$ cat src/pxenc_pkg.sv
// ============================================================================
// pxenc_pkg
// Shared types, byte codes and helper functions for the pixel to terminal
// character encoder.
// ============================================================================
package pxenc_pkg;

    // default depth of the command queue between front and back
    localparam int unsigned PE_QUEUE_DEPTH = 2;

    localparam logic [7:0] CH_ESC    = 8'h1B;
    localparam logic [7:0] CH_LBRACK = 8'h5B;
    localparam logic [7:0] CH_ZERO   = 8'h30;
    localparam logic [7:0] CH_TWO    = 8'h32;
    localparam logic [7:0] CH_THREE  = 8'h33;
    localparam logic [7:0] CH_EIGHT  = 8'h38;
    localparam logic [7:0] CH_SEMI   = 8'h3B;
    localparam logic [7:0] CH_M      = 8'h6D;
    localparam logic [7:0] CH_NL     = 8'h0A;

    // digit positions inside a decimal field
    localparam logic [2:0] DIG_HUND = 3'd0;
    localparam logic [2:0] DIG_TENS = 3'd1;
    localparam logic [2:0] DIG_ONES = 3'd2;

    // last index of the fixed escape prefixes
    localparam logic [2:0] RST_LAST = 3'd3;
    localparam logic [2:0] HDR_LAST = 3'd6;

    typedef struct packed {
        logic [3:0] hund;
        logic [3:0] tens;
        logic [3:0] ones;
        logic [2:0] start;   // first digit emitted, drops leading zeros
    } dec_t;

    typedef struct packed {
        dec_t       red;
        dec_t       green;
        dec_t       blue;
        logic [7:0] glyph;
        logic       row_end;
        logic       color;
    } pix_cmd_t;

    typedef enum logic [3:0] {
        PH_RST,
        PH_HDR,
        PH_RED,
        PH_SEP1,
        PH_GREEN,
        PH_SEP2,
        PH_BLUE,
        PH_MARK,
        PH_GLYPH,
        PH_NL
    } phase_t;

    function automatic dec_t to_decimal(input logic [7:0] v);
        logic [1:0]  h;
        logic [6:0]  rem;
        logic [14:0] prod;
        logic [3:0]  t;
        dec_t        d;
        if (v >= 8'd200) begin
            h = 2'd2;
        end else if (v >= 8'd100) begin
            h = 2'd1;
        end else begin
            h = 2'd0;
        end
        rem  = 7'(v - 8'(h) * 8'd100);
        // x * 205 >> 11 equals x / 10 for every x below 1029
        prod = 15'(rem) * 15'd205;
        t    = 4'(prod >> 11);
        d.hund = {2'b00, h};
        d.tens = t;
        d.ones = 4'(rem - 7'(t) * 7'd10);
        if (v >= 8'd100) begin
            d.start = DIG_HUND;
        end else if (v >= 8'd10) begin
            d.start = DIG_TENS;
        end else begin
            d.start = DIG_ONES;
        end
        return d;
    endfunction

    function automatic logic [7:0] digit_char(input dec_t d, input logic [2:0] idx);
        logic [3:0] dg;
        case (idx)
            DIG_HUND: dg = d.hund;
            DIG_TENS: dg = d.tens;
            default:  dg = d.ones;
        endcase
        return CH_ZERO | {4'h0, dg};
    endfunction

    function automatic logic [7:0] ramp_glyph(input logic [7:0] lum);
        logic [7:0] c;
        if (lum < 8'd29) begin
            c = 8'h20;          // space
        end else if (lum < 8'd58) begin
            c = 8'h2E;          // '.'
        end else if (lum < 8'd87) begin
            c = 8'h2C;          // ','
        end else if (lum < 8'd116) begin
            c = 8'h2D;          // '-'
        end else if (lum < 8'd145) begin
            c = 8'h7E;          // '~'
        end else if (lum < 8'd174) begin
            c = 8'h2A;          // '*'
        end else if (lum < 8'd203) begin
            c = 8'h31;          // '1'
        end else if (lum < 8'd232) begin
            c = 8'h39;          // '9'
        end else if (lum < 8'd255) begin
            c = 8'h57;          // 'W'
        end else begin
            c = 8'h40;          // '@'
        end
        return c;
    endfunction

endpackage

$ cat src/pxenc_front.sv
// ============================================================================
// pxenc_front
// Accepts pixels, converts the colour bytes to decimal digits, picks the
// ramp glyph and holds the colour enable register.
// ============================================================================
module pxenc_front
    import pxenc_pkg::*;
(
    input  logic       aclk,
    input  logic       aresetn,
    input  logic       cfg_wr_en,
    input  logic       cfg_wr_data,
    input  logic       s_valid,
    output logic       s_ready,
    input  logic [7:0] s_luminance,
    input  logic [7:0] s_red,
    input  logic [7:0] s_green,
    input  logic [7:0] s_blue,
    input  logic       s_row_end,
    output logic       cmd_valid,
    input  logic       cmd_ready,
    output pix_cmd_t   cmd_data
);

    logic     color_enable_reg;
    logic     valid_reg;
    pix_cmd_t cmd_reg;
    pix_cmd_t cmd_next;

    assign s_ready   = !valid_reg || cmd_ready;
    assign cmd_valid = valid_reg;
    assign cmd_data  = cmd_reg;

    always_comb begin
        cmd_next.red     = to_decimal(s_red);
        cmd_next.green   = to_decimal(s_green);
        cmd_next.blue    = to_decimal(s_blue);
        cmd_next.glyph   = ramp_glyph(s_luminance);
        cmd_next.row_end = s_row_end;
        cmd_next.color   = color_enable_reg;
    end

    always_ff @(posedge aclk) begin
        if (!aresetn) begin
            color_enable_reg <= 1'b1;
        end else if (cfg_wr_en) begin
            color_enable_reg <= cfg_wr_data;
        end
    end

    always_ff @(posedge aclk) begin
        if (!aresetn) begin
            valid_reg <= 1'b0;
        end else if (s_valid && s_ready) begin
            valid_reg <= 1'b1;
        end else if (cmd_ready) begin
            valid_reg <= 1'b0;
        end
    end

    always_ff @(posedge aclk) begin
        if (s_valid && s_ready) begin
            cmd_reg <= cmd_next;
        end
    end

endmodule

$ cat src/pxenc_queue.sv
// ============================================================================
// pxenc_queue
// Short first-in first-out queue of pixel commands between front and back.
// ============================================================================
module pxenc_queue
    import pxenc_pkg::*;
#(
    parameter int unsigned DEPTH = PE_QUEUE_DEPTH
) (
    input  logic     aclk,
    input  logic     aresetn,
    input  logic     wr_valid,
    output logic     wr_ready,
    input  pix_cmd_t wr_data,
    output logic     rd_valid,
    input  logic     rd_pop,
    output pix_cmd_t rd_data
);

    localparam int unsigned PTR_W = (DEPTH > 1) ? $clog2(DEPTH) : 1;
    localparam int unsigned CNT_W = $clog2(DEPTH + 1);

    pix_cmd_t         slot_reg [DEPTH];
    logic [PTR_W-1:0] wr_ptr_reg;
    logic [PTR_W-1:0] rd_ptr_reg;
    logic [CNT_W-1:0] count_reg;
    logic             push;
    logic             pop;

    assign wr_ready = (count_reg != CNT_W'(DEPTH));
    assign rd_valid = (count_reg != '0);
    assign rd_data  = slot_reg[rd_ptr_reg];
    assign push     = wr_valid && wr_ready;
    assign pop      = rd_pop && rd_valid;

    always_ff @(posedge aclk) begin
        if (push) begin
            slot_reg[wr_ptr_reg] <= wr_data;
        end
    end

    always_ff @(posedge aclk) begin
        if (!aresetn) begin
            wr_ptr_reg <= '0;
            rd_ptr_reg <= '0;
            count_reg  <= '0;
        end else begin
            if (push) begin
                wr_ptr_reg <= (wr_ptr_reg == PTR_W'(DEPTH - 1)) ? '0 : wr_ptr_reg + 1'b1;
            end
            if (pop) begin
                rd_ptr_reg <= (rd_ptr_reg == PTR_W'(DEPTH - 1)) ? '0 : rd_ptr_reg + 1'b1;
            end
            if (push && !pop) begin
                count_reg <= count_reg + 1'b1;
            end else if (pop && !push) begin
                count_reg <= count_reg - 1'b1;
            end
        end
    end

endmodule

$ cat src/pxenc_back.sv
// ============================================================================
// pxenc_back
// Serialises the command at the head of the queue into terminal bytes, one
// per cycle unless m_ready stalls it, through a single output register.
// ============================================================================
module pxenc_back
    import pxenc_pkg::*;
(
    input  logic       aclk,
    input  logic       aresetn,
    input  logic       cmd_valid,
    output logic       cmd_pop,
    input  pix_cmd_t   cmd_data,
    output logic       m_valid,
    input  logic       m_ready,
    output logic [7:0] m_out_byte,
    output logic       m_last
);

    phase_t     phase_reg;
    phase_t     phase_next;
    logic [2:0] idx_reg;
    logic [2:0] idx_next;
    logic       out_valid_reg;
    logic [7:0] out_byte_reg;
    logic       out_last_reg;
    logic [7:0] byte_cur;
    logic       last_cur;
    logic       load;

    assign load    = cmd_valid && (!out_valid_reg || m_ready);
    assign cmd_pop = load && last_cur;

    assign m_valid    = out_valid_reg;
    assign m_out_byte = out_byte_reg;
    assign m_last     = out_last_reg;

    // next step of the run
    always_comb begin
        phase_next = phase_reg;
        idx_next   = idx_reg + 1'b1;
        case (phase_reg)
            PH_RST: begin
                if (idx_reg == RST_LAST) begin
                    phase_next = cmd_data.color ? PH_HDR : PH_GLYPH;
                    idx_next   = '0;
                end
            end
            PH_HDR: begin
                if (idx_reg == HDR_LAST) begin
                    phase_next = PH_RED;
                    idx_next   = cmd_data.red.start;
                end
            end
            PH_RED: begin
                if (idx_reg == DIG_ONES) begin
                    phase_next = PH_SEP1;
                end
            end
            PH_SEP1: begin
                phase_next = PH_GREEN;
                idx_next   = cmd_data.green.start;
            end
            PH_GREEN: begin
                if (idx_reg == DIG_ONES) begin
                    phase_next = PH_SEP2;
                end
            end
            PH_SEP2: begin
                phase_next = PH_BLUE;
                idx_next   = cmd_data.blue.start;
            end
            PH_BLUE: begin
                if (idx_reg == DIG_ONES) begin
                    phase_next = PH_MARK;
                end
            end
            PH_MARK: begin
                phase_next = PH_GLYPH;
            end
            PH_GLYPH: begin
                phase_next = cmd_data.row_end ? PH_NL : PH_RST;
                idx_next   = '0;
            end
            PH_NL: begin
                phase_next = PH_RST;
                idx_next   = '0;
            end
            default: begin
                phase_next = PH_RST;
                idx_next   = '0;
            end
        endcase
    end

    // byte for the current step
    always_comb begin
        byte_cur = CH_SEMI;
        last_cur = 1'b0;
        case (phase_reg)
            PH_RST: begin
                case (idx_reg)
                    3'd0:    byte_cur = CH_ESC;
                    3'd1:    byte_cur = CH_LBRACK;
                    3'd2:    byte_cur = CH_ZERO;
                    default: byte_cur = CH_M;
                endcase
            end
            PH_HDR: begin
                case (idx_reg)
                    3'd0:    byte_cur = CH_ESC;
                    3'd1:    byte_cur = CH_LBRACK;
                    3'd2:    byte_cur = CH_THREE;
                    3'd3:    byte_cur = CH_EIGHT;
                    3'd5:    byte_cur = CH_TWO;
                    default: byte_cur = CH_SEMI;
                endcase
            end
            PH_RED:   byte_cur = digit_char(cmd_data.red, idx_reg);
            PH_GREEN: byte_cur = digit_char(cmd_data.green, idx_reg);
            PH_BLUE:  byte_cur = digit_char(cmd_data.blue, idx_reg);
            PH_SEP1:  byte_cur = CH_SEMI;
            PH_SEP2:  byte_cur = CH_SEMI;
            PH_MARK:  byte_cur = CH_M;
            PH_GLYPH: begin
                byte_cur = cmd_data.glyph;
                last_cur = !cmd_data.row_end;
            end
            PH_NL: begin
                byte_cur = CH_NL;
                last_cur = 1'b1;
            end
            default: begin
                byte_cur = CH_SEMI;
                last_cur = 1'b0;
            end
        endcase
    end

    always_ff @(posedge aclk) begin
        if (!aresetn) begin
            phase_reg     <= PH_RST;
            idx_reg       <= '0;
            out_valid_reg <= 1'b0;
        end else begin
            if (load) begin
                phase_reg     <= phase_next;
                idx_reg       <= idx_next;
                out_valid_reg <= 1'b1;
            end else if (m_ready) begin
                out_valid_reg <= 1'b0;
            end
        end
    end

    always_ff @(posedge aclk) begin
        if (load) begin
            out_byte_reg <= byte_cur;
            out_last_reg <= last_cur;
        end
    end

endmodule

$ cat src/pixel_to_ansi_char_encoder.sv
// ============================================================================
// pixel_to_ansi_char_encoder
// Turns pixels into terminal byte runs: reset escape, optional truecolour
// foreground escape, ramp glyph and an optional newline.
//
//   channel  direction  handshake          payload
//   s_       in         s_valid/s_ready    luminance, red, green, blue, row_end
//   m_       out        m_valid/m_ready    out_byte, last
//   cfg_     in         cfg_wr_en          cfg_wr_data (colour enable)
//
// One byte leaves per cycle unless the output stalls, so a pixel yields
// 5 to 25 bytes: 5 without colour, 18 to 24 with colour, plus one for a
// newline. The first byte passes the front, queue and output registers.
// The front stage and command queue keep taking pixels while the back end
// serialises, so input and output stall independently.
// Reset is synchronous; it empties the queue and sets colour enable to 1.
// ============================================================================
module pixel_to_ansi_char_encoder
    import pxenc_pkg::*;
#(
    parameter int unsigned QUEUE_DEPTH = PE_QUEUE_DEPTH
) (
    input  logic       aclk,
    input  logic       aresetn,
    input  logic       cfg_wr_en,
    input  logic       cfg_wr_data,
    input  logic       s_valid,
    output logic       s_ready,
    input  logic [7:0] s_luminance,
    input  logic [7:0] s_red,
    input  logic [7:0] s_green,
    input  logic [7:0] s_blue,
    input  logic       s_row_end,
    output logic       m_valid,
    input  logic       m_ready,
    output logic [7:0] m_out_byte,
    output logic       m_last
);

    logic     front_valid;
    logic     front_ready;
    pix_cmd_t front_cmd;
    logic     head_valid;
    logic     head_pop;
    pix_cmd_t head_cmd;

    pxenc_front u_front (
        .aclk        (aclk),
        .aresetn     (aresetn),
        .cfg_wr_en   (cfg_wr_en),
        .cfg_wr_data (cfg_wr_data),
        .s_valid     (s_valid),
        .s_ready     (s_ready),
        .s_luminance (s_luminance),
        .s_red       (s_red),
        .s_green     (s_green),
        .s_blue      (s_blue),
        .s_row_end   (s_row_end),
        .cmd_valid   (front_valid),
        .cmd_ready   (front_ready),
        .cmd_data    (front_cmd)
    );

    pxenc_queue #(
        .DEPTH (QUEUE_DEPTH)
    ) u_queue (
        .aclk     (aclk),
        .aresetn  (aresetn),
        .wr_valid (front_valid),
        .wr_ready (front_ready),
        .wr_data  (front_cmd),
        .rd_valid (head_valid),
        .rd_pop   (head_pop),
        .rd_data  (head_cmd)
    );

    pxenc_back u_back (
        .aclk       (aclk),
        .aresetn    (aresetn),
        .cmd_valid  (head_valid),
        .cmd_pop    (head_pop),
        .cmd_data   (head_cmd),
        .m_valid    (m_valid),
        .m_ready    (m_ready),
        .m_out_byte (m_out_byte),
        .m_last     (m_last)
    );

endmodule

$ cat config.mk
export PLATFORM = sky130hd
export DESIGN_NAME = pixel_to_ansi_char_encoder
export DESIGN_NICKNAME = d
export VERILOG_FILES = /design/src/pxenc_pkg.sv /design/src/pxenc_front.sv /design/src/pxenc_queue.sv /design/src/pxenc_back.sv /design/src/pixel_to_ansi_char_encoder.sv
export SDC_FILE = /design/constraint.sdc
export NUM_CORES = 1
export LEC_CHECK = 0
export CORE_MARGIN = 2
export CORE_UTILIZATION = 45
export DETAILED_ROUTE_END_ITERATION = 10
export DONT_BUFFER_PORTS = 1
export PLACE_DENSITY_LB_ADDON = 0.1
export SLEW_MARGIN = 20
export SYNTH_ARGS = -nofsm -noshare
export SYNTH_HDL_FRONTEND = slang
export SYNTH_SLANG_ARGS = --single-unit
$ cat constraint.sdc
create_clock -name aclk -period 12.2 [get_ports aclk]
set_clock_uncertainty 0.15 [all_clocks]
set_input_delay 1.83 -clock aclk [delete_from_list [all_inputs] [get_ports aclk]]
set_output_delay 1.83 -clock aclk [all_outputs]
set_load 0.05 [all_outputs]
==> qor.txt <==
outcome -> finished, final reports clean
tightest hold margin -> 0.293 ns
yosys warns -> 0
top flip-flop cell by instance count after synthesis -> sky130_fd_sc_hd__edfxtp_1
per-cell via count in the routed design -> 5.50
Hold/Removal Path Class -> register to register
Initial Utilization -> 0.456
maximum capacitance violations -> 0
main area contributors after synthesis -> sky130_fd_sc_hd__edfxtp_1 45%, sky130_fd_sc_hd__ha_1 16%, sky130_fd_sc_hd__fa_1 6.3%
FFs w/ async S/R, synth -> 0
clock transition at the registers of the reported paths -> 0.06 ns
initial antenna violation count -> 0
FF+latch count, synth -> 158
worst-margin pin slew -> 1.03 ns
synthesized netlist net count -> 970
number of flops mapped to enable cells by yosys -> 143
Die Outline Area -> 22400 um^2
Post-Route Utilization -> 0.499
worst-case clock buffer depth -> 2
TritonCTS clock tree -> built
top cell type by total area after synthesis -> sky130_fd_sc_hd__edfxtp_1
share of synthesized area occupied by flip-flops and latches -> 0.481
post-synthesis area per instance -> 12.2 um^2
required time at the worst-slack endpoint -> 12.21 ns
Total Neg Setup Slack -> 0 ns
die height -> 150 um
biggest fanout along the worst timing path -> 5
ratio of total power to cell area -> 221 nW/um^2
Nets -> 968
total global routing track utilization -> 0.169
critical path start-end classification -> input port to register
maximum achievable frequency -> 0.131 GHz
first-iteration detailed-routing DRC count -> 237
total standard cell area after synthesis -> 9550 um^2
fill cell count -> 1885
count of hold buffers inserted by post-cts repair -> 0
normalized max-slew margin -> 0.309
# clock sinks -> 158
number of max-slew violations in the final report -> 0
overall via count from detail_route -> 5854
Synth top area share -> 0.450
total gr overflow -> 0
synthesized netlist cell count -> 780
fin crit share -> 0.626
vias in the first global route -> 6066
number of setup buffers added after CTS -> 0
CTS buffer count -> 17
post-route antenna net violation count -> 0
Largest register FFs -> 90
Die Span X -> 150 um
layout cell share with drive strength beyond 1 -> 0.0772
count of standard-cell rows -> 53
setup repair after global routing missed its margin -> no
final setup violation count -> 0
cell with the most instances after synthesis -> sky130_fd_sc_hd__edfxtp_1
I/O pin cnt -> 50
Crit. End Element -> register
global-route wire length before repair -> 29700 um
estimated wirelength of the detail-placed design -> 13200 um
post-layout min period -> 7.64 ns
insertion delay to the later sink of the worst-skew pair -> 0.41 ns
total core area -> 21000 um^2
buffer cell driving the clock tree root -> sky130_fd_sc_hd__clkbuf_16
pin count of the biggest net entering global routing -> 47
leakage power of the design -> 4.16 nW
maximum level of the CTS H-tree -> 4
critical path startpoint category -> input port
top cells by count, synth -> 143 x sky130_fd_sc_hd__edfxtp_1, 121 x sky130_fd_sc_hd__ha_1, 77 x sky130_fd_sc_hd__inv_1
Antenna Cells -> 0
final number of hold-violating endpoints -> 0
final wirelength -> 17600 um
highest ir drop seen on vdd -> 0.000103 V
P&R area growth vs syn -> 9.46%
number of instances resized during post-cts repair -> 0
Yosys cell types -> 58
final RePlAce weighted congestion -> 0.901
residual DRC count -> 0
length of the first detailed-routing pass in iterations -> 4
data arrival time of the critical path -> 7.65 ns
detail-routed net length per standard cell -> 16.5 um
count of buffers inserted at the top-level ports -> 0
==> kinds of logic after synthesis <==
logic type,synth area share
compound gates,0.115
xor+xnor,0.0321
fa+ha+maj,0.221
buf+inv,0.0422
flops,0.481
mux,0.0339
other cells,0.000393
simple gates,0.0741
==> stage by stage <==
step	setup WS (ns)	area [um^2]	power (mW)	instances
floorplan	4.53	9550	1.57	780
global placement	4.24	9830	1.77	1034
detailed placement	4.14	9830	1.79	1034
CTS	4.58	10400	2.35	1065
global route	4.27	10500	2.53	1065
finish	4.56	10500	2.31	1065
==> layout by cell type, fill, tap and decap left out, types with 5 or more instances in the layout <==
| cell | n |
|---|---|
| sky130_fd_sc_hd__a21oi_1 | 39 |
| sky130_fd_sc_hd__inv_1 | 77 |
| sky130_fd_sc_hd__a211oi_1 | 5 |
| sky130_fd_sc_hd__mux2_2 | 11 |
| sky130_fd_sc_hd__o211ai_1 | 5 |
| sky130_fd_sc_hd__o22ai_1 | 6 |
| sky130_fd_sc_hd__nor2_1 | 22 |
| sky130_fd_sc_hd__or2_2 | 8 |
| sky130_fd_sc_hd__ha_1 | 121 |
| sky130_fd_sc_hd__fa_1 | 30 |
| sky130_fd_sc_hd__nor4_1 | 6 |
| sky130_fd_sc_hd__or3_1 | 5 |
| sky130_fd_sc_hd__a21o_1 | 6 |
| sky130_fd_sc_hd__a221oi_1 | 10 |
| sky130_fd_sc_hd__a22oi_1 | 13 |
| sky130_fd_sc_hd__o31ai_1 | 6 |
| sky130_fd_sc_hd__nor3_1 | 11 |
| sky130_fd_sc_hd__clkbuf_16 | 17 |
| sky130_fd_sc_hd__xnor2_1 | 25 |
| sky130_fd_sc_hd__and2_1 | 8 |
| sky130_fd_sc_hd__o21ai_0 | 27 |
| sky130_fd_sc_hd__o31a_1 | 5 |
| sky130_fd_sc_hd__nand3_1 | 13 |
| sky130_fd_sc_hd__nand2b_1 | 5 |
| sky130_fd_sc_hd__mux2i_1 | 20 |
| sky130_fd_sc_hd__edfxtp_1 | 143 |
| sky130_fd_sc_hd__nor2b_1 | 11 |
| sky130_fd_sc_hd__nand2_1 | 34 |
| sky130_fd_sc_hd__dfxtp_1 | 14 |
| sky130_fd_sc_hd__xor2_1 | 10 |
==> per-layer routing <==
metal	vias up	wire, um	global-route usage
met1	2846	7900	0.214
met3	10	641	0.0332
met4	0	115	0.0443
met5	-	0	0
met2	112	8940	0.296
li1	2886	-	-
==> path summary, 6_finish.rpt <==
check                                 startpoint                                 to  slack (ns)  cells after the start
hold reg to reg   u_front.cmd_data[32]$_DFFE_PP_  u_queue.slot_reg[1][27]$_DFFE_PP_        0.29                      0
setup reg to reg  u_back.idx_reg[0]$_SDFFE_PN0P_     u_back.m_out_byte[3]$_DFFE_PP_        9.22                      6
hold / removal    u_front.cmd_data[32]$_DFFE_PP_  u_queue.slot_reg[1][27]$_DFFE_PP_        0.29                      0
setup / recovery                       s_blue[3]     u_front.cmd_data[16]$_DFFE_PP_        4.56                     25
==> area by class of cell <==
type	instances	area (um^2)	area share
multi-input combinational	519	4580	0.438
inverter	78	293	0.0280
timing repair buffer	4	30.0	0.00287
sequential	158	4600	0.440
tap	275	344	0.0329
clock inverter	14	193	0.0184
clock buffer	17	425	0.0407
==> power breakdown <==
part / leakage, nW / switching [mW] / internal (mW)
combinational: 2.39 / 0.530 / 0.432
sequential: 1.46 / 0.0522 / 0.752
clock: 0.299 / 0.203 / 0.342
==> worst max-delay path: stages <==
cell and delay, ns:
sky130_fd_sc_hd__o311a_1 0.37, sky130_fd_sc_hd__or2_2 0.33, sky130_fd_sc_hd__inv_1 0.09, sky130_fd_sc_hd__ha_1 0.14
sky130_fd_sc_hd__inv_1 0.06, sky130_fd_sc_hd__fa_1 0.39, sky130_fd_sc_hd__o21a_1 0.19, sky130_fd_sc_hd__nor2_1 0.11
sky130_fd_sc_hd__xnor2_1 0.21, sky130_fd_sc_hd__ha_1 0.30, sky130_fd_sc_hd__ha_1 0.30, sky130_fd_sc_hd__fa_1 0.51
sky130_fd_sc_hd__inv_1 0.05, sky130_fd_sc_hd__fa_1 0.50, sky130_fd_sc_hd__inv_1 0.04, sky130_fd_sc_hd__ha_1 0.20
sky130_fd_sc_hd__or3_1 0.36, sky130_fd_sc_hd__a41oi_1 0.25, sky130_fd_sc_hd__o31ai_1 0.14, sky130_fd_sc_hd__xor2_1 0.20
sky130_fd_sc_hd__ha_1 0.24, sky130_fd_sc_hd__fa_1 0.38, sky130_fd_sc_hd__xor2_1 0.16, sky130_fd_sc_hd__xnor2_1 0.14
sky130_fd_sc_hd__xnor2_1 0.14
Note: power is estimated with default switching activity, not from simulation.
